File: config.mk
export PLATFORM = sky130hd
export DESIGN_NAME = hard_iron_minmax_calibration
export DESIGN_NICKNAME = d
export VERILOG_FILES = /design/src/rtl/hic_pkg.sv /design/src/rtl/hic_lane.sv /design/src/rtl/hic_ctrl.sv /design/src/rtl/hard_iron_minmax_calibration.sv
export SDC_FILE = /design/constraint.sdc
export NUM_CORES = 1
export LEC_CHECK = 0
export ABC_AREA = 1
export BUFFER_PORTS_ARGS = -buffer_cell sky130_fd_sc_hd__buf_2
export CAP_MARGIN = 20
export CORE_ASPECT_RATIO = 1.5
export CORE_UTILIZATION = 50
export DETAILED_ROUTE_END_ITERATION = 16
export PLACE_DENSITY_LB_ADDON = 0.25
export SETUP_SLACK_MARGIN = 0.5
export SLEW_MARGIN = 10
export SYNTH_ARGS = -nofsm -noshare
export SYNTH_HDL_FRONTEND = slang
export SYNTH_HIERARCHICAL = 1
export SYNTH_SLANG_ARGS = --single-unit
File: constraint.sdc
create_clock -name aclk -period 8 [get_ports aclk]
set_input_delay 0.4 -clock aclk [delete_from_list [all_inputs] [get_ports aclk]]
set_output_delay 0.4 -clock aclk [all_outputs]
set_load 0.02 [all_outputs]
File: src/rtl/hic_pkg.sv
// Shared types and constants for the hard-iron min/max calibration block.
// No dependencies.
package hic_pkg;

    localparam int AXIS_W  = 16;
    localparam int QUIET_W = 18;

    localparam logic [1:0] CMD_START  = 2'd0;
    localparam logic [1:0] CMD_SAMPLE = 2'd1;
    localparam logic [1:0] CMD_TICK   = 2'd2;

    localparam logic signed [AXIS_W-1:0] AXIS_MAX_VAL = 16'sh7FFF;
    localparam logic signed [AXIS_W-1:0] AXIS_MIN_VAL = 16'sh8000;
    localparam logic [QUIET_W-1:0]       QUIET_TOP    = 18'h3FFFF;
    localparam logic [QUIET_W-1:0]       SETTLE_RESET = 18'd130;

    typedef struct packed {
        logic [1:0]               command;
        logic signed [AXIS_W-1:0] sample_x;
        logic signed [AXIS_W-1:0] sample_y;
        logic signed [AXIS_W-1:0] sample_z;
    } in_item_t;

    typedef struct packed {
        logic signed [AXIS_W-1:0] offset_x;
        logic signed [AXIS_W-1:0] offset_y;
        logic signed [AXIS_W-1:0] offset_z;
    } out_item_t;

    // control from the sequencer to the lanes and the output stage
    typedef struct packed {
        logic start;
        logic sample_upd;
        logic emit;
    } hic_ctl_t;

endpackage

File: src/rtl/hic_lane.sv
// One axis lane: min/max tracker and truncating midpoint.
// Depends on hic_pkg.
module hic_lane (
    input  logic                               aclk,
    input  logic                               aresetn,
    input  hic_pkg::hic_ctl_t                  ctl,
    input  logic signed [hic_pkg::AXIS_W-1:0]  sample,
    output logic                               changed,
    output logic signed [hic_pkg::AXIS_W-1:0]  offset
);

    logic signed [hic_pkg::AXIS_W-1:0] min_reg, min_next;
    logic signed [hic_pkg::AXIS_W-1:0] max_reg, max_next;
    logic signed [hic_pkg::AXIS_W-1:0] upd_min, upd_max;
    logic signed [hic_pkg::AXIS_W:0]   sum;
    logic signed [hic_pkg::AXIS_W:0]   sum_adj;
    logic                              lt_min, gt_max;

    assign lt_min  = sample < min_reg;
    assign gt_max  = sample > max_reg;
    assign changed = lt_min || gt_max;
    assign upd_min = lt_min ? sample : min_reg;
    assign upd_max = gt_max ? sample : max_reg;

    always_comb begin
        min_next = min_reg;
        max_next = max_reg;
        if (ctl.start) begin
            min_next = hic_pkg::AXIS_MAX_VAL;
            max_next = hic_pkg::AXIS_MIN_VAL;
        end else if (ctl.sample_upd) begin
            min_next = upd_min;
            max_next = upd_max;
        end
    end

    // midpoint of the updated extremes, rounded toward zero
    assign sum     = {upd_min[hic_pkg::AXIS_W-1], upd_min}
                   + {upd_max[hic_pkg::AXIS_W-1], upd_max};
    assign sum_adj = sum + {{hic_pkg::AXIS_W{1'b0}}, sum[hic_pkg::AXIS_W]};
    assign offset  = sum_adj[hic_pkg::AXIS_W:1];

    always_ff @(posedge aclk) begin
        if (!aresetn) begin
            min_reg <= hic_pkg::AXIS_MAX_VAL;
            max_reg <= hic_pkg::AXIS_MIN_VAL;
        end else begin
            min_reg <= min_next;
            max_reg <= max_next;
        end
    end

    a_ordered_after_sample: assert property (@(posedge aclk) disable iff (!aresetn)
        ctl.sample_upd && !ctl.start |=> min_reg <= max_reg)
        else $error("lane extremes out of order after a sample");

endmodule

File: src/rtl/hic_ctrl.sv
// Sequencer: armed flag, quiet-time counter, settle register, emit decision.
// Depends on hic_pkg.
module hic_ctrl (
    input  logic                           aclk,
    input  logic                           aresetn,
    input  logic                           cfg_wr_en,
    input  logic [hic_pkg::QUIET_W-1:0]    cfg_wr_data,
    input  logic                           accept,
    input  logic [1:0]                     command,
    input  logic                           changed_any,
    output hic_pkg::hic_ctl_t              ctl
);

    logic                        armed_reg, armed_next;
    logic [hic_pkg::QUIET_W-1:0] quiet_reg, quiet_next;
    logic [hic_pkg::QUIET_W-1:0] settle_reg;
    logic [hic_pkg::QUIET_W-1:0] quiet_after;
    logic                        is_tick;

    assign ctl.start      = accept && (command == hic_pkg::CMD_START);
    assign ctl.sample_upd = accept && armed_reg && (command == hic_pkg::CMD_SAMPLE);
    assign is_tick        = accept && armed_reg && (command == hic_pkg::CMD_TICK);

    // a new extreme restarts quiet time before the settle check
    assign quiet_after = changed_any ? '0 : quiet_reg;
    assign ctl.emit    = ctl.sample_upd && (quiet_after >= settle_reg);

    always_comb begin
        armed_next = armed_reg;
        quiet_next = quiet_reg;
        if (ctl.start) begin
            armed_next = 1'b1;
            quiet_next = '0;
        end else if (ctl.sample_upd) begin
            quiet_next = quiet_after;
            if (ctl.emit) begin
                armed_next = 1'b0;
            end
        end else if (is_tick && quiet_reg != hic_pkg::QUIET_TOP) begin
            quiet_next = quiet_reg + 1'b1;
        end
    end

    always_ff @(posedge aclk) begin
        if (!aresetn) begin
            armed_reg  <= 1'b0;
            quiet_reg  <= '0;
            settle_reg <= hic_pkg::SETTLE_RESET;
        end else begin
            armed_reg <= armed_next;
            quiet_reg <= quiet_next;
            if (cfg_wr_en) begin
                settle_reg <= cfg_wr_data;
            end
        end
    end

    a_emit_disarms: assert property (@(posedge aclk) disable iff (!aresetn)
        ctl.emit |=> !armed_reg)
        else $error("block still armed after emitting offsets");

    a_change_clears_quiet: assert property (@(posedge aclk) disable iff (!aresetn)
        ctl.sample_upd && changed_any |=> quiet_reg == '0)
        else $error("quiet counter not cleared by a new extreme");

    a_tick_counts: assert property (@(posedge aclk) disable iff (!aresetn)
        is_tick && quiet_reg != hic_pkg::QUIET_TOP |=> quiet_reg == $past(quiet_reg) + 1'b1)
        else $error("tick did not advance the quiet counter");

endmodule

File: src/rtl/hard_iron_minmax_calibration.sv
// Hard-iron min/max calibration, top level: three axis lanes, sequencer,
// output register. Depends on hic_pkg, hic_lane, hic_ctrl.
// Offsets appear on m_item in the cycle after the finishing sample item.
// Throughput: one item per cycle; every command is a single register update
//   in the lanes and the sequencer, and the output register frees s_ready
//   whenever it is empty or being drained.
// Reset (aresetn low, synchronous): disarmed, quiet count 0, settle_ms 130,
//   extremes at their cleared values, no result pending.
module hard_iron_minmax_calibration (
    input  logic                                aclk,
    input  logic                                aresetn,
    // settle_ms register
    input  logic                                cfg_wr_en,
    input  logic [hic_pkg::QUIET_W-1:0]         cfg_wr_data,
    // command / sample items
    input  logic                                s_valid,
    output logic                                s_ready,
    input  hic_pkg::in_item_t                   s_item,
    // offset results
    output logic                                m_valid,
    input  logic                                m_ready,
    output hic_pkg::out_item_t                  m_item
);

    hic_pkg::hic_ctl_t  ctl;
    hic_pkg::out_item_t out_reg, out_next;
    logic               m_valid_reg, m_valid_next;
    logic               accept;
    logic [2:0]         lane_changed;
    logic signed [hic_pkg::AXIS_W-1:0] lane_sample [3];
    logic signed [hic_pkg::AXIS_W-1:0] lane_offset [3];

    // An item can enter whenever the output slot is empty or drains this cycle.
    assign s_ready = !m_valid_reg || m_ready;
    assign accept  = s_valid && s_ready;

    assign lane_sample[0] = s_item.sample_x;
    assign lane_sample[1] = s_item.sample_y;
    assign lane_sample[2] = s_item.sample_z;

    for (genvar i = 0; i < 3; i++) begin : g_lane
        hic_lane u_lane (
            .aclk    (aclk),
            .aresetn (aresetn),
            .ctl     (ctl),
            .sample  (lane_sample[i]),
            .changed (lane_changed[i]),
            .offset  (lane_offset[i])
        );
    end

    // merge: any lane that saw a new extreme restarts quiet time
    hic_ctrl u_ctrl (
        .aclk        (aclk),
        .aresetn     (aresetn),
        .cfg_wr_en   (cfg_wr_en),
        .cfg_wr_data (cfg_wr_data),
        .accept      (accept),
        .command     (s_item.command),
        .changed_any (|lane_changed),
        .ctl         (ctl)
    );

    always_comb begin
        out_next     = out_reg;
        m_valid_next = m_valid_reg;
        if (ctl.emit) begin
            out_next.offset_x = lane_offset[0];
            out_next.offset_y = lane_offset[1];
            out_next.offset_z = lane_offset[2];
            m_valid_next      = 1'b1;
        end else if (m_ready) begin
            m_valid_next = 1'b0;
        end
    end

    always_ff @(posedge aclk) begin
        if (!aresetn) begin
            m_valid_reg <= 1'b0;
        end else begin
            m_valid_reg <= m_valid_next;
        end
    end

    // payload needs no reset
    always_ff @(posedge aclk) begin
        out_reg <= out_next;
    end

    assign m_valid = m_valid_reg;
    assign m_item  = out_reg;

endmodule
==> results of run 1 <==
## cell type report
type,count,share of cell area (%)
antenna,1,0.0141
clock buffer,21,2.77
clock inverter,10,0.451
inverter,432,9.15
multi-input combinational,1885,57.4
sequential,182,23.2
tap,410,2.89
timing repair buffer,129,4.14
## layout by cell type, fill, tap and decap left out, types with 3 or more instances in the layout
cell type | synthesis | final
nand2_1 | 802 | 802
inv_1 | 427 | 426
nand3_1 | 222 | 222
a21oi_1 | 204 | 204
nor2_1 | 165 | 165
ha_1 | 160 | 160
dfxtp_1 | 134 | 134
buf_2 | 15 | 122
nand4_1 | 71 | 71
o21ai_0 | 51 | 51
and2_1 | 51 | 51
edfxtp_1 | 48 | 48
nand2_2 | 22 | 22
xor2_1 | 21 | 21
clkbuf_16 | 0 | 19
nor2_2 | 16 | 16
nor3_1 | 15 | 15
xnor2_1 | 13 | 13
nor2_4 | 10 | 10
o21bai_1 | 9 | 9
nand3_4 | 6 | 6
inv_2 | 4 | 5
nand3_2 | 5 | 5
nand3b_1 | 5 | 5
a21o_1 | 4 | 4
xor2_2 | 4 | 4
o21a_1 | 3 | 3
nor4_2 | 3 | 3
nand4_2 | 3 | 3
or2_2 | 3 | 3
xnor2_2 | 3 | 3
fa_1 | 3 | 3
buf_16 | 0 | 3
buf_4 | 8 | 3
## final timing paths
check	slack [ns]	endpoint
setup / recovery	3.19	m_item[35]$_DFFE_PP_
setup reg to reg	3.19	m_item[35]$_DFFE_PP_
hold / removal	0.16	u_ctrl/settle_reg[1]$_SDFFE_PN1P_
hold reg to reg	0.46	u_ctrl/settle_reg[15]$_SDFFE_PN0P_
## worst max-delay path: cells and delay by family (launching register included)
kind / cells / cell delay (ns)
adder cells (fa/ha/maj): 2 / 0.50
flip-flops: 1 / 0.33
AND/OR/NAND/NOR: 14 / 2.83
buffers and inverters: 4 / 0.80
## stage by stage
| step | util [%] | instance area, sq um | hold slack [ns] | instances | power, mW |
|---|---|---|---|---|---|
| floorplan | - | 16300 | 0.435 | 2562 | 1.87 |
| global placement | 53.5 | 17100 | 0.449 | 3034 | 2.10 |
| detailed placement | 53.5 | 17100 | 0.453 | 3034 | 2.12 |
| CTS | 55.3 | 17700 | 0.134 | 3065 | 2.98 |
| global route | 55.7 | 17800 | 0.137 | 3069 | 3.18 |
| finish | 55.7 | 17800 | 0.157 | 3070 | 2.97 |
## cell families after synthesis
group / share of synthesized area (%)
buffers and inverters: 12.0
DFF: 25.4
adders and majority gates: 12.7
and+or+nand+nor: 38.6
AOI/OAI and AO/OA: 8.83
xor gates and xnor gates: 2.53
## report_power, final
group          internal, mW  switching [mW]
Clock                 0.447           0.404
Sequential            0.986         0.00486
Combinational         0.368           0.761
## per-layer routing
layer / vias up / part of all wire (%) / track usage, %
met5: - / 0 / 0
met4: 0 / 4.3 / 13.2
met3: 92 / 3.6 / 3.82
met2: 360 / 51 / 48.7
met1: 7189 / 41 / 28.1
li1: 8343 / - / -
==> flow_metrics.env, run 1 <==
export IMPL_status="completed"
export IMPL_final_nets=2883
export IMPL_synth_most_common_cell="nand2_1"
export IMPL_synth_area_per_cell_sq_um=6.35
export IMPL_cts_hold_repair_buffers=0
export IMPL_pre_cts_ws_ns=2.76
export IMPL_yosysSeqAreaShare_pct=25.4
export IMPL_ant_nets=0
export IMPL_power_density_nw_per_um2=167
export IMPL_die_y_um=223
export IMPL_synthTopCellsByArea="nand2_1 (19%), dfxtp_1 (16%), ha_1 (12%)"
export IMPL_syn_inst=2562
export IMPL_ys_types=44
export IMPL_fp_dieW_um=149
export IMPL_setup_viol_count_final=0
export IMPL_whs_path_depth=3
export IMPL_crit_start="g_lane[0].u_lane/max_reg[15]$_SDFFE_PP1P_"
export IMPL_ctsHtreeMaxLevel=4
export IMPL_slew_violations=0
export IMPL_area_growth_pct=9.27
export IMPL_cp_slowest_cell="nand4_2"
export IMPL_layout_drive_gt1_share_pct=9.21
export IMPL_netlist_area_leader_share_pct=18.5
export IMPL_yosysTopAreaCell="nand2_1"
export IMPL_grt_max_degree=70
export IMPL_grt_first_pass_wirelength_um=70300
export IMPL_hold_viol_final=0
export IMPL_rr_worst_depth=20
export IMPL_max_stage_delay_ns=0.47
export IMPL_hold_class="input pin to flip-flop"
export IMPL_synth_seq_cells=182
export IMPL_drc=0
export IMPL_cts_num_sinks=182
export IMPL_fp_row_count=80
export IMPL_path_cells="inv_1 -> ha_1 -> nand2_1 -> nor4_2 -> nand4_2 -> nand3_4 -> nand2_1 -> nor2_1 -> nand2_1 -> nor2_1 -> ha_1 -> nand2_1 -> inv_1 -> nand3_1 -> nor2_1 -> nand3b_1 -> nand3_1 -> nand2_1 -> inv_2 -> buf_12"
export IMPL_synth_area_sq_um=16300
export IMPL_grt_total_usage_pct=26.2
export IMPL_leakage_nw=9.25
export IMPL_fin_crit_sh_pct=60.2
export IMPL_cts_max_path_buffers=2
export IMPL_finalWorstSetupSlack_ns=3.19
export IMPL_synth_edf_count=48
export IMPL_synth_common_cells="nand2_1 (802), inv_1 (427), nand3_1 (222)"
export IMPL_crit_type="flip-flop to flip-flop"
export IMPL_numCtsBuffers=17
export IMPL_seqCellArea_sq_um=4120
export IMPL_cts_tree="built"
export IMPL_maxSlewHeadroom_pct=27.3
export IMPL_clockRootBuffer="clkbuf_16"
export IMPL_vias_per_cell=5.21
export IMPL_synth_fp_nets=2798
export IMPL_setup_tns_ns=0
export IMPL_crit_arrival_ns=4.97
export IMPL_peakVddDrop_v=0.000151
export IMPL_wl_per_cell_um=13.8
export IMPL_vias=15984
export IMPL_fmax_mhz=208
export IMPL_cts_resized=0
export IMPL_cap_violations=0
export IMPL_yosysWarningCount=6
export IMPL_min_period_ns=4.81
export IMPL_dr_pass1_iters=6
export IMPL_async_reset_ff_share_pct=0
export IMPL_gp_congestion=0.907
export IMPL_insertion_delay_ns=0.47
export IMPL_finClkSkew_ns=0.0133
export IMPL_num_io_pins=123
export IMPL_worstPathMaxFanout=33
export IMPL_tightest_slew_ns=1.09
export IMPL_dieArea_sq_um=33300
export IMPL_worstSetupEndpointType="flip-flop"
export IMPL_cts_clk_slew_worst_paths_ns=0.07
export IMPL_post_cts_repair_setup_buffers=0
export IMPL_io_buffers=122
export IMPL_finalWirelength_um=42200
export IMPL_antenna_found_initial=1
export IMPL_cp_common_cell="nand2_1"
export IMPL_dpl_hpwl_um=32700
export IMPL_floorplan_initialDensity_pct=50.9
export IMPL_grt_overflow=0
export IMPL_grt_pass1_vias=15369
export IMPL_cp_data_required_time_ns=8.16
export IMPL_drt_iter0_drc=882
export IMPL_worstReg2RegStart="g_lane[0].u_lane/max_reg[15]$_SDFFE_PP1P_"
export IMPL_startpoint_type="flip-flop"
export IMPL_ys_flop_type="dfxtp_1"
export IMPL_worstHoldStart="cfg_wr_data[1]"
export IMPL_multi_input_area_sq_um=10200
export IMPL_nFillCells=3185
export IMPL_rsz0062_at_grt="false"
export IMPL_core_area_sq_um=31900
(Power assumes the default switching activity.)
==> run 2, diff against run 1 <==
ABC_AREA = 0   (was 1)
clock period = 3.97 ns   (was 8 ns; I/O delays follow)
==> run 2 against run 1 <==
  * The run now ends with negative setup slack left
  * Largest cell class unchanged
  * Maximum frequency increased by 1.0%
  * Via count decreased by 4.1%
  * First-iteration DRC count increased by 13%
  * Register-to-register slack got worse by 4.0 ns
==> flow_metrics.env, run 2 <==
export IMPL_yosysTopAreaCell="dfxtp_1"
export IMPL_grt_max_degree=29
export IMPL_async_reset_ff_share_pct=0
export IMPL_post_dp_cell_area_sq_um=19300
export IMPL_dr_pass1_iters=5
export IMPL_synth_area_per_cell_sq_um=8.68
export IMPL_synth_area_sq_um=14900
export IMPL_synth_compound_area_share_pct=18.8
export IMPL_power_density_nw_per_um2=318
export IMPL_final_area_sq_um=21300
export IMPL_synth_most_common_cell="nand3_1"
export IMPL_numCtsBuffers=17
export IMPL_fin_crit_sh_pct=120
export IMPL_dpl_hpwl_um=33000
export IMPL_synth_common_cells="nand3_1 (161), ha_1 (160), inv_1 (140)"
export IMPL_finalWirelength_um=46000
export IMPL_grt_first_pass_wirelength_um=73100
export IMPL_final_common_cell="buf_4"
export IMPL_crit_arrival_ns=4.96
export IMPL_cp_top_family="compound AO/OA/AOI/OAI gates"
export IMPL_io_buffers=122
export IMPL_nFillCells=2099
export IMPL_yosysWarningCount=6
export IMPL_path_buf_inv=5
export IMPL_rsz0062_at_grt="true"
export IMPL_p_sw_share_pct=32.6
export IMPL_synth_top_family_by_area="simple AND/OR/NAND/NOR gates"
export IMPL_synthSimpleGateAreaFrac_pct=19.9
export IMPL_cts_num_sinks=182
export IMPL_syn_inst=1713
export IMPL_min_period_ns=4.76
export IMPL_antennaDiodeCount=0
export IMPL_core_area_sq_um=29400
export IMPL_antenna_found_initial=1
export IMPL_drt_iter0_drc=999
export IMPL_clockRootBuffer="clkbuf_16"
export IMPL_yosysSeqAreaShare_pct=27.7
export IMPL_synthAdderAreaFrac_pct=13.9
export IMPL_p_clk_share_pct=27.4
export IMPL_status="finished, violations left"
export IMPL_cp_slowest_cell="or3_4"
export IMPL_fp_dieW_um=143
export IMPL_die_y_um=213
export IMPL_path_cells="inv_1 -> ha_4 -> a21o_1 -> a21o_1 -> a211oi_2 -> o21ai_2 -> buf_4 -> a21oi_4 -> a32o_2 -> buf_6 -> mux2_4 -> ha_4 -> nand3_4 -> buf_6 -> a211oi_4 -> buf_6 -> o211a_1 -> a311o_2 -> o211ai_4 -> or3_4 -> nor4_4 -> xor2_1"
export IMPL_drc=0
export IMPL_comb_power_share_pct=42.9
export IMPL_grt_pass1_vias=15448
export IMPL_crit_type="flip-flop to flip-flop"
export IMPL_synth_seq_cells=182
export IMPL_p_seq_share_pct=29.6
export IMPL_place_inst=2565
export IMPL_worstPathMaxFanout=5
export IMPL_cts_max_path_buffers=2
export IMPL_vias_per_cell=5.75
export IMPL_finalWorstSetupSlack_ns=-0.793
export IMPL_hold_viol_final=0
export IMPL_p_switching_mw=2.21
export IMPL_p_int_mw=4.56
export IMPL_cts_clk_slew_worst_paths_ns=0.07
export IMPL_fmax_mhz=210
export IMPL_area_growth_pct=43.1
export IMPL_pre_cts_ws_ns=-0.874
export IMPL_ctsHtreeMaxLevel=4
export IMPL_cp_data_required_time_ns=4.16
export IMPL_netlist_area_leader_share_pct=18.0
export IMPL_tightest_slew_ns=0.912
export IMPL_worstSetupEndpointType="flip-flop"
export IMPL_synthMuxAreaShare_pct=9.39
export IMPL_violations="negative setup slack"
export IMPL_finClkSkew_ns=0.0130
export IMPL_fp_row_count=77
export IMPL_startpoint_type="flip-flop"
export IMPL_ant_nets=0
export IMPL_maxSlewHeadroom_pct=39.0
export IMPL_num_io_pins=123
export IMPL_instances_no_fill=2665
export IMPL_hold_class="input pin to flip-flop"
export IMPL_final_cell_mix="buf_4 (422), nand3_1 (157), inv_1 (130)"
export IMPL_ys_types=96
export IMPL_wl_per_cell_um=17.3
export IMPL_synthTopCellsByArea="dfxtp_1 (18%), ha_1 (13%), edfxtp_1 (9.7%)"
export IMPL_final_nets=2493
export IMPL_layout_drive_gt1_share_pct=41.4
export IMPL_synth_fp_nets=1949
export IMPL_leakage_nw=9.54
export IMPL_synth_edf_count=48
export IMPL_synthXorXnorAreaFrac_pct=4.47
export IMPL_vias=15329
export IMPL_slew_violations=0
export IMPL_grt_total_usage_pct=30.2
export IMPL_cp_common_cell="buf_6"
export IMPL_total_power_mw=6.77
export IMPL_cap_violations=0
export IMPL_gp_congestion=0.937
export IMPL_dieArea_sq_um=30400
export IMPL_ys_flop_type="dfxtp_1"
export IMPL_grt_overflow=0
export IMPL_cts_tree="built"
export IMPL_floorplan_initialDensity_pct=50.6
export IMPL_insertion_delay_ns=0.46
export IMPL_setup_viol_count_final=97
export IMPL_peakVddDrop_v=0.000347
export IMPL_max_stage_delay_ns=0.43
run 2: through the flow:
step	utilization, %	hold WS (ns)	TNS, ns
after global placement	65.8	0.421	-55.69
after global routing	72.4	0.0198	-62.72
after CTS	70.7	0.00318	-48.43
after detailed placement	65.8	0.423	-62.79
after floorplan	-	0.329	-26.24
final	72.4	0.0131	-46.29
run 2: cell type report:
cell class              instances  area (sq um)  area share (%)
well taps                     395           494            2.32
clock buffers                  17           425            2.00
inverters                     142           536            2.52
multi-input cells            1321         11100            52.1
flip-flops and latches        182          4140            19.4
clock inverters                15           201           0.947
repair buffers                593          4410            20.7
run 2: cell families after synthesis:
group	Yosys count
compound gates	444
flops	182
buf+inv	212
xor+xnor	75
fa+ha+maj	163
simple gates	510
mux	127
run 2: what timing repair did:
| item | in CTS | in global routing |
|---|---|---|
| setup buffers | 33 | 17 |
| endpoints found under the hold margin | 13 | 0 |
| pin swaps | 29 | 57 |
| gates resized for setup | 71 | 71 |
| setup endpoints to repair | 115 | 115 |
| gates cloned | 4 | 0 |
| hold buffers | 13 | 0 |
run 2: routing by layer:
layer  GRT usage (%)  vias up  wire [um]
met1            33.0     7369      18300
met2            56.8      471      24100
met5               0        -         13
met3            4.01      125       1850
met4            14.3        2       1800
li1                -     7362          -
run 2: worst register-to-register path: stages (launching register included):
cell and delay [ns]:
dfxtp_2 0.32, inv_1 0.08, ha_4 0.20, a21o_1 0.15, a21o_1 0.15, a211oi_2 0.24, o21ai_2 0.09, buf_4 0.15
a21oi_4 0.16, a32o_2 0.29, buf_6 0.14, mux2_4 0.31, ha_4 0.31, nand3_4 0.09, buf_6 0.13, a211oi_4 0.26
buf_6 0.16, o211a_1 0.18, a311o_2 0.15, o211ai_4 0.09, or3_4 0.43, nor4_4 0.30, xor2_1 0.11
run 2: path summary, 6_finish.rpt:
path / from / to / slack, ns / cells after the start
max: g_lane[2].u_lane/min_reg[5]$_SDFFE_PP1P_ / m_item[14]$_DFFE_PP_ / -0.79 / 22
min: cfg_wr_data[14] / u_ctrl/settle_reg[14]$_SDFFE_PN0P_ / 0.01 / 3
max reg2reg: g_lane[2].u_lane/min_reg[5]$_SDFFE_PP1P_ / m_item[14]$_DFFE_PP_ / -0.79 / 22
min reg2reg: u_ctrl/settle_reg[7]$_SDFFE_PN1P_ / u_ctrl/settle_reg[7]$_SDFFE_PN1P_ / 0.49 / 2
run 2: power by group through the flow:
stage	Combinational, mW	Clock (mW)	Sequential (mW)
2_1_floorplan	1.55	0	2.05
3_3_place_gp	2.51	0	2.05
3_5_place_dp	2.57	0	2.05
4_1_cts	2.75	1.90	2.01
5_1_grt	3.13	1.96	2.01
6_report	2.91	1.86	2.01
